## src/assert_macros.svh

```systemverilog
`ifndef ASSERT_MACROS_SVH
`define ASSERT_MACROS_SVH

// Same-cycle implication, held off during reset.
`define ASSERT_IMPLY(label, clk, rst_n, ante, cons, msg) \
  label: assert property (@(posedge clk) disable iff (!rst_n) (ante) |-> (cons)) \
    else $error(msg);

// Next-cycle implication, held off during reset.
`define ASSERT_NEXT(label, clk, rst_n, ante, cons, msg) \
  label: assert property (@(posedge clk) disable iff (!rst_n) (ante) |=> (cons)) \
    else $error(msg);

// Invariant checked at every edge out of reset.
`define ASSERT_ALWAYS(label, clk, rst_n, cond, msg) \
  label: assert property (@(posedge clk) disable iff (!rst_n) (cond)) \
    else $error(msg);

`endif

```

## src/lcsle_pkg.sv

```systemverilog
package lcsle_pkg;

  localparam int unsigned CH_W      = 8;
  localparam int unsigned LEN_OUT_W = 9;

  typedef enum logic [1:0] {
    KIND_LOAD   = 2'd0,
    KIND_STEP   = 2'd1,
    KIND_FINISH = 2'd2
  } kind_e;

  typedef enum logic [1:0] {
    ST_OK        = 2'd0,
    ST_OVERFLOW  = 2'd1,
    ST_LATE_LOAD = 2'd2
  } status_e;

  // Broadcast to every cell.
  typedef struct packed {
    logic            load;
    logic            clear;
    logic [CH_W-1:0] ch;
  } cell_ctrl_t;

  // Step byte travelling down the chain.
  typedef struct packed {
    logic            valid;
    logic [CH_W-1:0] ch;
  } tok_t;

endpackage

```

## src/lcsle_cell.sv

```systemverilog
`include "assert_macros.svh"

module lcsle_cell #(
  parameter int unsigned IDX   = 0,
  parameter int unsigned CNT_W = 9,
  parameter int unsigned ROW_W = 9
) (
  input  logic                  clk_i,
  input  logic                  rst_ni,
  input  lcsle_pkg::cell_ctrl_t ctrl_i,
  input  logic [CNT_W-1:0]      count_i,
  input  lcsle_pkg::tok_t       tok_i,
  input  logic [ROW_W-1:0]      diag_i,
  input  logic [ROW_W-1:0]      left_i,
  output lcsle_pkg::tok_t       tok_o,
  output logic [ROW_W-1:0]      diag_o,
  output logic [ROW_W-1:0]      left_o
);
  import lcsle_pkg::*;

  logic            active_q;
  logic [CH_W-1:0] b_q;
  logic [ROW_W-1:0] r_q;
  logic            tok_valid_q;
  logic [CH_W-1:0] tok_ch_q;
  logic [ROW_W-1:0] diag_q;
  logic [ROW_W-1:0] left_q;
  logic            hit;
  logic [ROW_W-1:0] v_d;

  always_comb begin
    hit = ctrl_i.load && (count_i == CNT_W'(IDX));
    if (b_q == tok_i.ch) begin
      v_d = diag_i + ROW_W'(1);
    end else if (r_q > left_i) begin
      v_d = r_q;
    end else begin
      v_d = left_i;
    end
  end

  always_ff @(posedge clk_i or negedge rst_ni) begin
    if (!rst_ni) begin
      active_q    <= 1'b0;
      tok_valid_q <= 1'b0;
    end else begin
      if (ctrl_i.clear) begin
        active_q <= 1'b0;
      end else if (hit) begin
        active_q <= 1'b1;
      end
      tok_valid_q <= tok_i.valid;
    end
  end

  always_ff @(posedge clk_i) begin
    if (hit) begin
      b_q <= ctrl_i.ch;
      r_q <= '0;
    end else if (tok_i.valid && active_q) begin
      r_q <= v_d;
    end
    tok_ch_q <= tok_i.ch;
    // Columns past the loaded length pass the token through untouched.
    diag_q <= active_q ? r_q : diag_i;
    left_q <= active_q ? v_d : left_i;
  end

  assign tok_o  = '{valid: tok_valid_q, ch: tok_ch_q};
  assign diag_o = diag_q;
  assign left_o = left_q;

  `ASSERT_IMPLY(a_left_matches_row, clk_i, rst_ni, tok_valid_q && active_q, left_q == r_q, "cell output disagrees with stored row entry")

endmodule

```

## config.mk

```make
export PLATFORM = sky130hd
export DESIGN_NAME = lcsle_cell
export DESIGN_NICKNAME = d
export VERILOG_FILES = /design/src/lcsle_pkg.sv /design/src/lcsle_cell.sv
export VERILOG_INCLUDE_DIRS = /design/src /design/src/src
export SDC_FILE = /design/constraint.sdc
export NUM_CORES = 1
export LEC_CHECK = 0
export ABC_AREA = 1
export ABC_CLOCK_PERIOD_IN_PS = 2550
export BUFFER_PORTS_ARGS = -buffer_cell sky130_fd_sc_hd__buf_4
export CAP_MARGIN = 15
export CORE_MARGIN = 2
export CORE_UTILIZATION = 54
export DETAILED_ROUTE_END_ITERATION = 8
export PLACE_DENSITY = 0.84
export SETUP_SLACK_MARGIN = 0.02
export SYNTH_ARGS = -nofsm -noshare
export SYNTH_HDL_FRONTEND = slang
export SYNTH_SLANG_ARGS = --single-unit
```

## constraint.sdc

```tcl
create_clock -name clk_i -period 2.55 [get_ports clk_i]
set_clock_uncertainty 0.15 [all_clocks]
set_input_delay 0.255 -clock clk_i [delete_from_list [all_inputs] [get_ports clk_i]]
set_output_delay 0.255 -clock clk_i [all_outputs]
set_load 0.005 [all_outputs]
```

==> results of run 1 <==
worst max-delay path: stages:
cell and delay, ns:
sky130_fd_sc_hd__dlygate4sd3_1 0.53, sky130_fd_sc_hd__buf_4 0.13, sky130_fd_sc_hd__inv_1 0.07, sky130_fd_sc_hd__ha_1 0.24, sky130_fd_sc_hd__nand2_1 0.07, sky130_fd_sc_hd__a21oi_1 0.07, sky130_fd_sc_hd__nor2_2 0.16, sky130_fd_sc_hd__nand3_4 0.20
sky130_fd_sc_hd__nand2_4 0.21, sky130_fd_sc_hd__nand2_1 0.08, sky130_fd_sc_hd__nand3_1 0.10, sky130_fd_sc_hd__nand2_1 0.08, sky130_fd_sc_hd__nand2_1 0.06, sky130_fd_sc_hd__nand2_1 0.05
cells in the final DEF, fill, tap and decap left out, types with 3 or more instances in the layout:
| cell type | synthesis | routed |
|---|---|---|
| sky130_fd_sc_hd__inv_1 | 51 | 51 |
| sky130_fd_sc_hd__xor2_1 | 3 | 3 |
| sky130_fd_sc_hd__nand2_1 | 83 | 83 |
| sky130_fd_sc_hd__o21ai_1 | 5 | 5 |
| sky130_fd_sc_hd__ha_1 | 10 | 10 |
| sky130_fd_sc_hd__or2_2 | 5 | 5 |
| sky130_fd_sc_hd__nor3_2 | 2 | 3 |
| sky130_fd_sc_hd__clkinv_1 | 3 | 3 |
| sky130_fd_sc_hd__buf_4 | 2 | 78 |
| sky130_fd_sc_hd__nor2_1 | 9 | 9 |
| sky130_fd_sc_hd__nand4_1 | 6 | 6 |
| sky130_fd_sc_hd__edfxtp_1 | 8 | 8 |
| sky130_fd_sc_hd__dfxtp_1 | 35 | 35 |
| sky130_fd_sc_hd__nand3_1 | 49 | 49 |
| sky130_fd_sc_hd__o21ai_0 | 10 | 10 |
| sky130_fd_sc_hd__a21oi_1 | 11 | 11 |
| sky130_fd_sc_hd__dlygate4sd3_1 | 0 | 20 |
| sky130_fd_sc_hd__clkbuf_8 | 0 | 5 |
cell usage after synthesis, drive strengths merged:
cell    number
buf          9
inv         52
dfxtp       35
edfxtp       8
or2          7
nand4        7
xor2         3
clkbuf       1
nor3         3
nor2        11
clkinv       3
nand3       51
ha          10
nand2       85
nor4         1
a21o         1
dfrtp        2
o21ai       15
a21oi       11
final cells by class:
type | instances | area share
clock buffer | 5 | 0.0211
clock inverter | 3 | 0.0211
inverter | 55 | 0.0632
multi-input combinational | 205 | 0.331
sequential | 45 | 0.304
tap | 50 | 0.0192
timing repair buffer | 98 | 0.241
worst max-delay path by stage:
stage	to	slack [ns]	cells after the start
floorplan	r_q[5]$_SDFFE_PP0P_	0.82	11
global placement	left_o[2]$_DFF_P_	0.51	12
detailed placement	left_o[7]$_DFF_P_	0.44	12
CTS	left_o[7]$_DFF_P_	0.31	14
global route	left_o[2]$_DFF_P_	0.14	14
finish	left_o[7]$_DFF_P_	0.30	14
power breakdown:
group	switching (mW)	internal, mW
combinational	0.135	0.145
clock	0.266	0.395
sequential	0.0151	0.754
total	0.416	1.29
layer usage:
metal  track usage  vias up  part of all wire
met4         0.130        0             0.030
met1         0.355     1110              0.41
met3        0.0509       25             0.070
met5             0        -                 0
met2         0.519      136              0.49
li1              -     1194                 -
kinds of logic (layout without fill, tap and decap cells):
| group | after synthesis | after routing |
|---|---|---|
| buf+inv | 65 | 161 |
| simple gates | 165 | 165 |
| fa+ha+maj | 10 | 10 |
| xor+xnor | 3 | 3 |
| compound gates | 27 | 27 |
| flops | 45 | 45 |
sequential cells by signal (all words and copies together) (netlist names):
signal and flops:
b_q 8, r_q 9, diag_o 9, tok_ch_q 8, left_o 9, tok_valid_q 1
active_q 1
stage by stage:
step,hold slack (ns),util,instance area (sq um),worst slack (ns)
4_1_cts,0.00247,0.799,3260,0.306
2_1_floorplan,-0.191,-,2340,0.822
3_5_place_dp,-0.107,0.716,2930,0.435
5_1_grt,0.0162,0.799,3260,0.139
3_3_place_gp,-0.112,0.716,2930,0.507
6_report,0.0000855,0.799,3260,0.301
==> impl_metrics.xml, run 1 <==
<?xml version="1.0" encoding="UTF-8"?>
<metrics>
  <group name="routing">
    <metric name="avgRoutedWirePerCell" unit="um">15.2</metric>
    <metric name="antenna_violating_nets_post_route" unit="">0</metric>
    <metric name="first_pass_iters" unit="">4</metric>
    <metric name="routed_via_density" unit="">5.35</metric>
    <metric name="detail_route.iter0.violations" unit="">178</metric>
    <metric name="route.vias.total" unit="">2465</metric>
    <metric name="drc" unit="">0</metric>
    <metric name="wl" unit="mm">7.01</metric>
  </group>
  <group name="job">
    <metric name="drv_cap" unit="">0</metric>
  </group>
  <group name="timing">
    <metric name="setup_tns" unit="ns">0</metric>
    <metric name="period_needed" unit="ns">2.25</metric>
    <metric name="share_of_the_cycle_needed_by_the_critical_path_after_routing" unit="">0.882</metric>
    <metric name="setup_violations" unit="">0</metric>
    <metric name="worst_slew_margin_rel" unit="">0.786</metric>
    <metric name="rsz0062_at_grt" unit="">no</metric>
    <metric name="final-hold-violation-count" unit="">0</metric>
    <metric name="measured_slew_at_the_worst_slew_check_pin" unit="ns">0.318</metric>
    <metric name="drv_slew" unit="">0</metric>
    <metric name="max_clock_freq" unit="MHz">445</metric>
  </group>
  <group name="final_layout">
    <metric name="insertedDiodeCount" unit="">0</metric>
    <metric name="area_of_the_multi_input_gates" unit="sq um">1080</metric>
    <metric name="area_used_by_sequential_logic_in_the_layout" unit="sq um">991</metric>
    <metric name="fillers" unit="">268</metric>
    <metric name="area_delta_synth_final" unit="%">39.6</metric>
    <metric name="layout-drive-gt1-share" unit="">0.248</metric>
    <metric name="fin_cells" unit="">461</metric>
    <metric name="finalNetCount" unit="">468</metric>
  </group>
  <group name="critical_path">
    <metric name="critical_path.reg2reg.endpoint" unit="">left_o[7]$_DFF_P_</metric>
    <metric name="critical_path_peak_fanout" unit="">15</metric>
    <metric name="worst-r2r-setup-slack" unit="ns">0.43</metric>
    <metric name="timing.critical_path.to_type" unit="">flop</metric>
    <metric name="cp-startpoint" unit="">left_i[6]</metric>
    <metric name="worst_r2r_startpoint" unit="">r_q[8]$_SDFFE_PP0P_</metric>
    <metric name="critical_path_arrival" unit="ns">2.31</metric>
    <metric name="critical_path_class" unit="">primary input to flop</metric>
    <metric name="required" unit="ns">2.61</metric>
    <metric name="r2r_cells" unit="">10</metric>
    <metric name="worstSetupStartpointType" unit="">primary input</metric>
  </group>
  <group name="die">
    <metric name="floorplan.die.height" unit="um">69.8</metric>
    <metric name="start_util" unit="">0.572</metric>
    <metric name="placement_rows" unit="">23</metric>
    <metric name="floorplan.io_pins" unit="">75</metric>
    <metric name="chipWidth" unit="um">69.8</metric>
    <metric name="core_area" unit="sq um">4090</metric>
    <metric name="floorplan.die_area" unit="sq um">4870</metric>
  </group>
  <group name="yosys">
    <metric name="post_synth_num_cell_types" unit="">33</metric>
    <metric name="synth.top_cells.by_area" unit="">sky130_fd_sc_hd__dfxtp_1, sky130_fd_sc_hd__nand2_1, sky130_fd_sc_hd__nand3_1, sky130_fd_sc_hd__edfxtp_1, sky130_fd_sc_hd__inv_1</metric>
    <metric name="yosys.area_share.simple" unit="">0.337</metric>
    <metric name="synthesized_cell_area" unit="sq um">2340</metric>
    <metric name="yosys.area.top_type" unit="">sky130_fd_sc_hd__dfxtp_1</metric>
    <metric name="netlist.area_leader.share" unit="">0.300</metric>
    <metric name="synth.yosys.warnings" unit="">0</metric>
    <metric name="synth.area.mux_share" unit="">0</metric>
    <metric name="mappedNetlistNets" unit="">373</metric>
    <metric name="combinational_family_with_the_most_area_after_synthesis" unit="">simple AND/OR/NAND/NOR gates</metric>
    <metric name="postSynthRegisterBits" unit="">45</metric>
    <metric name="postSynthAreaPerCell" unit="sq um">7.42</metric>
    <metric name="synthAdderAreaFrac" unit="">0.0535</metric>
    <metric name="synth_xor_xnor_area_share" unit="">0.0112</metric>
    <metric name="synth_cells" unit="">315</metric>
    <metric name="synth_sequential_area_ratio" unit="">0.424</metric>
    <metric name="share_of_the_synthesized_area_in_compound_gates_ao_oa_aoi_oai" unit="">0.0589</metric>
  </group>
  <group name="place">
    <metric name="globalplace.congestion" unit="">0.854</metric>
    <metric name="total_of_buffers_placed_on_input_and_output_ports" unit="">74</metric>
    <metric name="dp_hpwl" unit="mm">4.49</metric>
    <metric name="place.detailed.instances" unit="">433</metric>
  </group>
  <group name="clock_tree">
    <metric name="numCtsBuffers" unit="">5</metric>
    <metric name="tritoncts" unit="">done</metric>
    <metric name="clock-sinks" unit="">45</metric>
    <metric name="ctsHtreeMaxLevel" unit="">2</metric>
    <metric name="clk_latency" unit="ns">0.31</metric>
    <metric name="path_clk_slew" unit="ns">0.09</metric>
    <metric name="cts_repair_resize_count" unit="">0</metric>
    <metric name="quantity_of_hold_fixing_buffers_added_after_cts" unit="">20</metric>
    <metric name="clk_path_buf_depth" unit="">2</metric>
    <metric name="ctsRootBufferMaster" unit="">sky130_fd_sc_hd__clkbuf_8</metric>
    <metric name="cts.repair_timing.setup_buffer_count" unit="">0</metric>
  </group>
  <group name="power">
    <metric name="worst_ir_drop_vdd" unit="mV">0.265</metric>
    <metric name="powerDensity" unit="nW/um^2">523</metric>
    <metric name="p_total" unit="mW">1.71</metric>
    <metric name="leakagePower" unit="nW">1.69</metric>
  </group>
  <group name="grt">
    <metric name="first_global_vias" unit="">2507</metric>
    <metric name="global_route.usage.total" unit="">0.297</metric>
    <metric name="grt_first_pass_wirelength" unit="mm">11.4</metric>
    <metric name="grt_remaining_overflow" unit="">0</metric>
    <metric name="antenna_found_initial" unit="">0</metric>
    <metric name="pin_count_of_the_biggest_net_entering_global_routing" unit="">29</metric>
  </group>
  <group name="worst_hold_path">
    <metric name="type_of_the_most_critical_hold_path" unit="">primary input to flop</metric>
    <metric name="min_path_cells" unit="">3</metric>
    <metric name="min_from" unit="">left_i[7]</metric>
    <metric name="holdPathEnd" unit="">left_o[7]$_DFF_P_</metric>
  </group>
  <group name="run_status">
    <metric name="outcome" unit="">finished clean</metric>
  </group>
</metrics>
Power figures use the tool's default switching activity.
==> inputs of run 2 (changes only) <==
CORE_UTILIZATION = 57   (was 54)
CTS_BUF_LIST = sky130_fd_sc_hd__clkbuf_2 sky130_fd_sc_hd__clkbuf_4 sky130_fd_sc_hd__clkbuf_8   (was not set)
PLACE_DENSITY = 0.88   (was 0.84)
SKIP_LAST_GASP = 1   (was not set)
==> run 2 against run 1 <==
Effect of this change:
- combinational power about the same
- routed wire length down 1.6%
- total power down 11%
- cell count up 0.22%
- clock power down 28%
- count of clock-buffer cells in the layout unchanged
- worst hold slack about the same
- critical path depth down 1
- largest cell class unchanged
- first-iteration DRC count down 32%
- global-route usage up 1.6 points
- register-to-register slack better by 0.07 ns
==> impl_metrics.xml, run 2 (same netlist as run 1, synthesis figures left out) <==
<?xml version="1.0" encoding="UTF-8"?>
<metrics>
  <group name="power">
    <metric name="worst_ir_drop_vdd" unit="mV">0.313</metric>
    <metric name="powerDensity" unit="nW/um^2">472</metric>
    <metric name="power_frac_clock" unit="">0.313</metric>
    <metric name="seqPwrFrac" unit="">0.504</metric>
    <metric name="leakagePower" unit="nW">1.67</metric>
    <metric name="p_int" unit="mW">1.10</metric>
    <metric name="switching_share" unit="">0.280</metric>
    <metric name="combinationalPowerShare" unit="">0.184</metric>
    <metric name="p_total" unit="mW">1.53</metric>
    <metric name="switchingPower" unit="mW">0.427</metric>
  </group>
  <group name="grt">
    <metric name="global_route.usage.total" unit="">0.312</metric>
    <metric name="grt_first_pass_wirelength" unit="mm">10.6</metric>
    <metric name="grt_remaining_overflow" unit="">0</metric>
    <metric name="antenna_found_initial" unit="">0</metric>
    <metric name="first_global_vias" unit="">2331</metric>
    <metric name="pin_count_of_the_biggest_net_entering_global_routing" unit="">29</metric>
  </group>
  <group name="die">
    <metric name="floorplan.io_pins" unit="">75</metric>
    <metric name="core_area" unit="sq um">3970</metric>
    <metric name="floorplan.die_area" unit="sq um">4630</metric>
    <metric name="floorplan.die.height" unit="um">68.1</metric>
    <metric name="start_util" unit="">0.589</metric>
    <metric name="placement_rows" unit="">23</metric>
    <metric name="chipWidth" unit="um">68.1</metric>
  </group>
  <group name="run_status">
    <metric name="outcome" unit="">finished clean</metric>
  </group>
  <group name="routing">
    <metric name="routed_via_density" unit="">5.21</metric>
    <metric name="avgRoutedWirePerCell" unit="um">14.9</metric>
    <metric name="wl_met2" unit="mm">3.42</metric>
    <metric name="route.met3.wl" unit="um">659</metric>
    <metric name="first_pass_iters" unit="">4</metric>
    <metric name="drc" unit="">0</metric>
    <metric name="route.vias.total" unit="">2409</metric>
    <metric name="wl" unit="mm">6.90</metric>
    <metric name="top_layer" unit="">met4</metric>
    <metric name="antenna_violating_nets_post_route" unit="">0</metric>
    <metric name="detail_route.iter0.violations" unit="">121</metric>
    <metric name="drt-met1-wl" unit="mm">2.68</metric>
  </group>
  <group name="critical_path">
    <metric name="r2r_cells" unit="">9</metric>
    <metric name="critical_path_peak_fanout" unit="">15</metric>
    <metric name="critical_path_arrival" unit="ns">2.34</metric>
    <metric name="timing.critical_path.to_type" unit="">flop</metric>
    <metric name="worstSetupStartpointType" unit="">primary input</metric>
    <metric name="required" unit="ns">2.64</metric>
    <metric name="critical_path_class" unit="">primary input to flop</metric>
  </group>
  <group name="final_layout">
    <metric name="layout.cells.most_common_list" unit="">sky130_fd_sc_hd__nand2_1, sky130_fd_sc_hd__buf_4, sky130_fd_sc_hd__inv_1</metric>
    <metric name="finalNetCount" unit="">469</metric>
    <metric name="insertedDiodeCount" unit="">0</metric>
    <metric name="fillers" unit="">254</metric>
    <metric name="leading_cell_type_in_the_layout_fill_and_taps_excluded" unit="">sky130_fd_sc_hd__nand2_1</metric>
    <metric name="layout-drive-gt1-share" unit="">0.245</metric>
    <metric name="area_delta_synth_final" unit="%">38.3</metric>
  </group>
  <group name="timing">
    <metric name="max_clock_freq" unit="MHz">445</metric>
    <metric name="final-hold-violation-count" unit="">0</metric>
    <metric name="measured_slew_at_the_worst_slew_check_pin" unit="ns">0.398</metric>
    <metric name="drv_slew" unit="">0</metric>
    <metric name="period_needed" unit="ns">2.24</metric>
    <metric name="rsz0062_at_grt" unit="">no</metric>
    <metric name="share_of_the_cycle_needed_by_the_critical_path_after_routing" unit="">0.880</metric>
    <metric name="worst_slew_margin_rel" unit="">0.734</metric>
    <metric name="setup_violations" unit="">0</metric>
    <metric name="setup_tns" unit="ns">0</metric>
  </group>
  <group name="clock_tree">
    <metric name="cts.repair_timing.setup_buffer_count" unit="">0</metric>
    <metric name="path_clk_slew" unit="ns">0.10</metric>
    <metric name="clock-sinks" unit="">45</metric>
    <metric name="tritoncts" unit="">done</metric>
    <metric name="ctsHtreeMaxLevel" unit="">2</metric>
    <metric name="ctsRootBufferMaster" unit="">sky130_fd_sc_hd__clkbuf_8</metric>
    <metric name="clk_latency" unit="ns">0.32</metric>
    <metric name="numCtsBuffers" unit="">5</metric>
    <metric name="clk_path_buf_depth" unit="">2</metric>
  </group>
  <group name="place">
    <metric name="globalplace.congestion" unit="">0.864</metric>
    <metric name="dp_hpwl" unit="mm">4.55</metric>
    <metric name="total_of_buffers_placed_on_input_and_output_ports" unit="">74</metric>
  </group>
  <group name="worst_hold_path">
    <metric name="min_path_cells" unit="">3</metric>
    <metric name="type_of_the_most_critical_hold_path" unit="">primary input to flop</metric>
  </group>
  <group name="job">
    <metric name="drv_cap" unit="">0</metric>
  </group>
</metrics>
run 2: changes by cell type in the layout (fill, tap and decap cells not counted), sizes merged:
cell	delta
buf	-1
bufinv	-2
clkinv	+1
clkinvlp	+1
dlygate4sd3	+2
run 2: critical path: stages:
cell and delay (ns):
sky130_fd_sc_hd__dlygate4sd3_1 0.54, sky130_fd_sc_hd__buf_4 0.14, sky130_fd_sc_hd__inv_1 0.08, sky130_fd_sc_hd__ha_1 0.24
sky130_fd_sc_hd__nand2_2 0.09, sky130_fd_sc_hd__a21oi_1 0.06, sky130_fd_sc_hd__nor2_2 0.16, sky130_fd_sc_hd__nand3_4 0.20
sky130_fd_sc_hd__nand2_4 0.20, sky130_fd_sc_hd__nand2_1 0.08, sky130_fd_sc_hd__nand3_1 0.09, sky130_fd_sc_hd__nand3_1 0.08
sky130_fd_sc_hd__o21ai_1 0.12
run 2: final cells by class:
| cell class | instances | area [sq um] | share of cell area |
|---|---|---|---|
| multi-input combinational | 205 | 1080 | 0.334 |
| sequential | 45 | 991 | 0.307 |
| timing repair buffer | 99 | 798 | 0.247 |
| inverter | 55 | 206 | 0.0639 |
| clock buffer | 5 | 68.8 | 0.0213 |
| tap | 50 | 62.6 | 0.0193 |
| clock inverter | 3 | 25.0 | 0.00774 |
run 2: metrics by stage:
| step | util | hold WS (ns) | cell area, sq um | setup slack, ns | instances |
|---|---|---|---|---|---|
| after floorplan | - | -0.191 | 2340 | 0.822 | 315 |
| after global placement | 0.735 | -0.113 | 2920 | 0.539 | 432 |
| after detailed placement | 0.735 | -0.111 | 2920 | 0.490 | 432 |
| after CTS | 0.814 | 0.00237 | 3230 | 0.331 | 462 |
| after global routing | 0.814 | 0.000666 | 3230 | 0.169 | 462 |
| final | 0.814 | 0.000259 | 3230 | 0.305 | 462 |
run 2: path summary, 6_finish.rpt:
kind	slack (ns)	end	startpoint
worst min register to register	0.37	diag_o[7]$_DFF_P_	r_q[7]$_SDFFE_PP0P_
worst max-delay path	0.31	left_o[1]$_DFF_P_	left_i[7]
worst min-delay path	0.0003	left_o[8]$_DFF_P_	left_i[8]
min in group asynchronous	0.12	tok_valid_q$_DFF_PN0_	rst_ni
max in group asynchronous	2.04	active_q$_DFFE_PN0P_	rst_ni
worst max register to register	0.50	left_o[1]$_DFF_P_	r_q[8]$_SDFFE_PP0P_
run 2: power groups by stage:
stage	combinational, mW	clock, mW	sequential [mW]
2_1_floorplan	0.122	0	0.784
3_3_place_gp	0.235	0	0.782
3_5_place_dp	0.243	0	0.783
4_1_cts	0.274	0.478	0.767
5_1_grt	0.309	0.509	0.771
6_report	0.280	0.477	0.769
run 2: what timing repair did:
item	4_1_cts	5_1_grt
hold buffers	22	0
hold endpoints to repair	23	0
gates resized for setup	0	0
run 2: routing by layer:
layer	vias up	global-route usage
li1	1192	-
met1	1076	0.362
met2	127	0.544
met3	14	0.0905
met4	0	0.118
met5	-	0
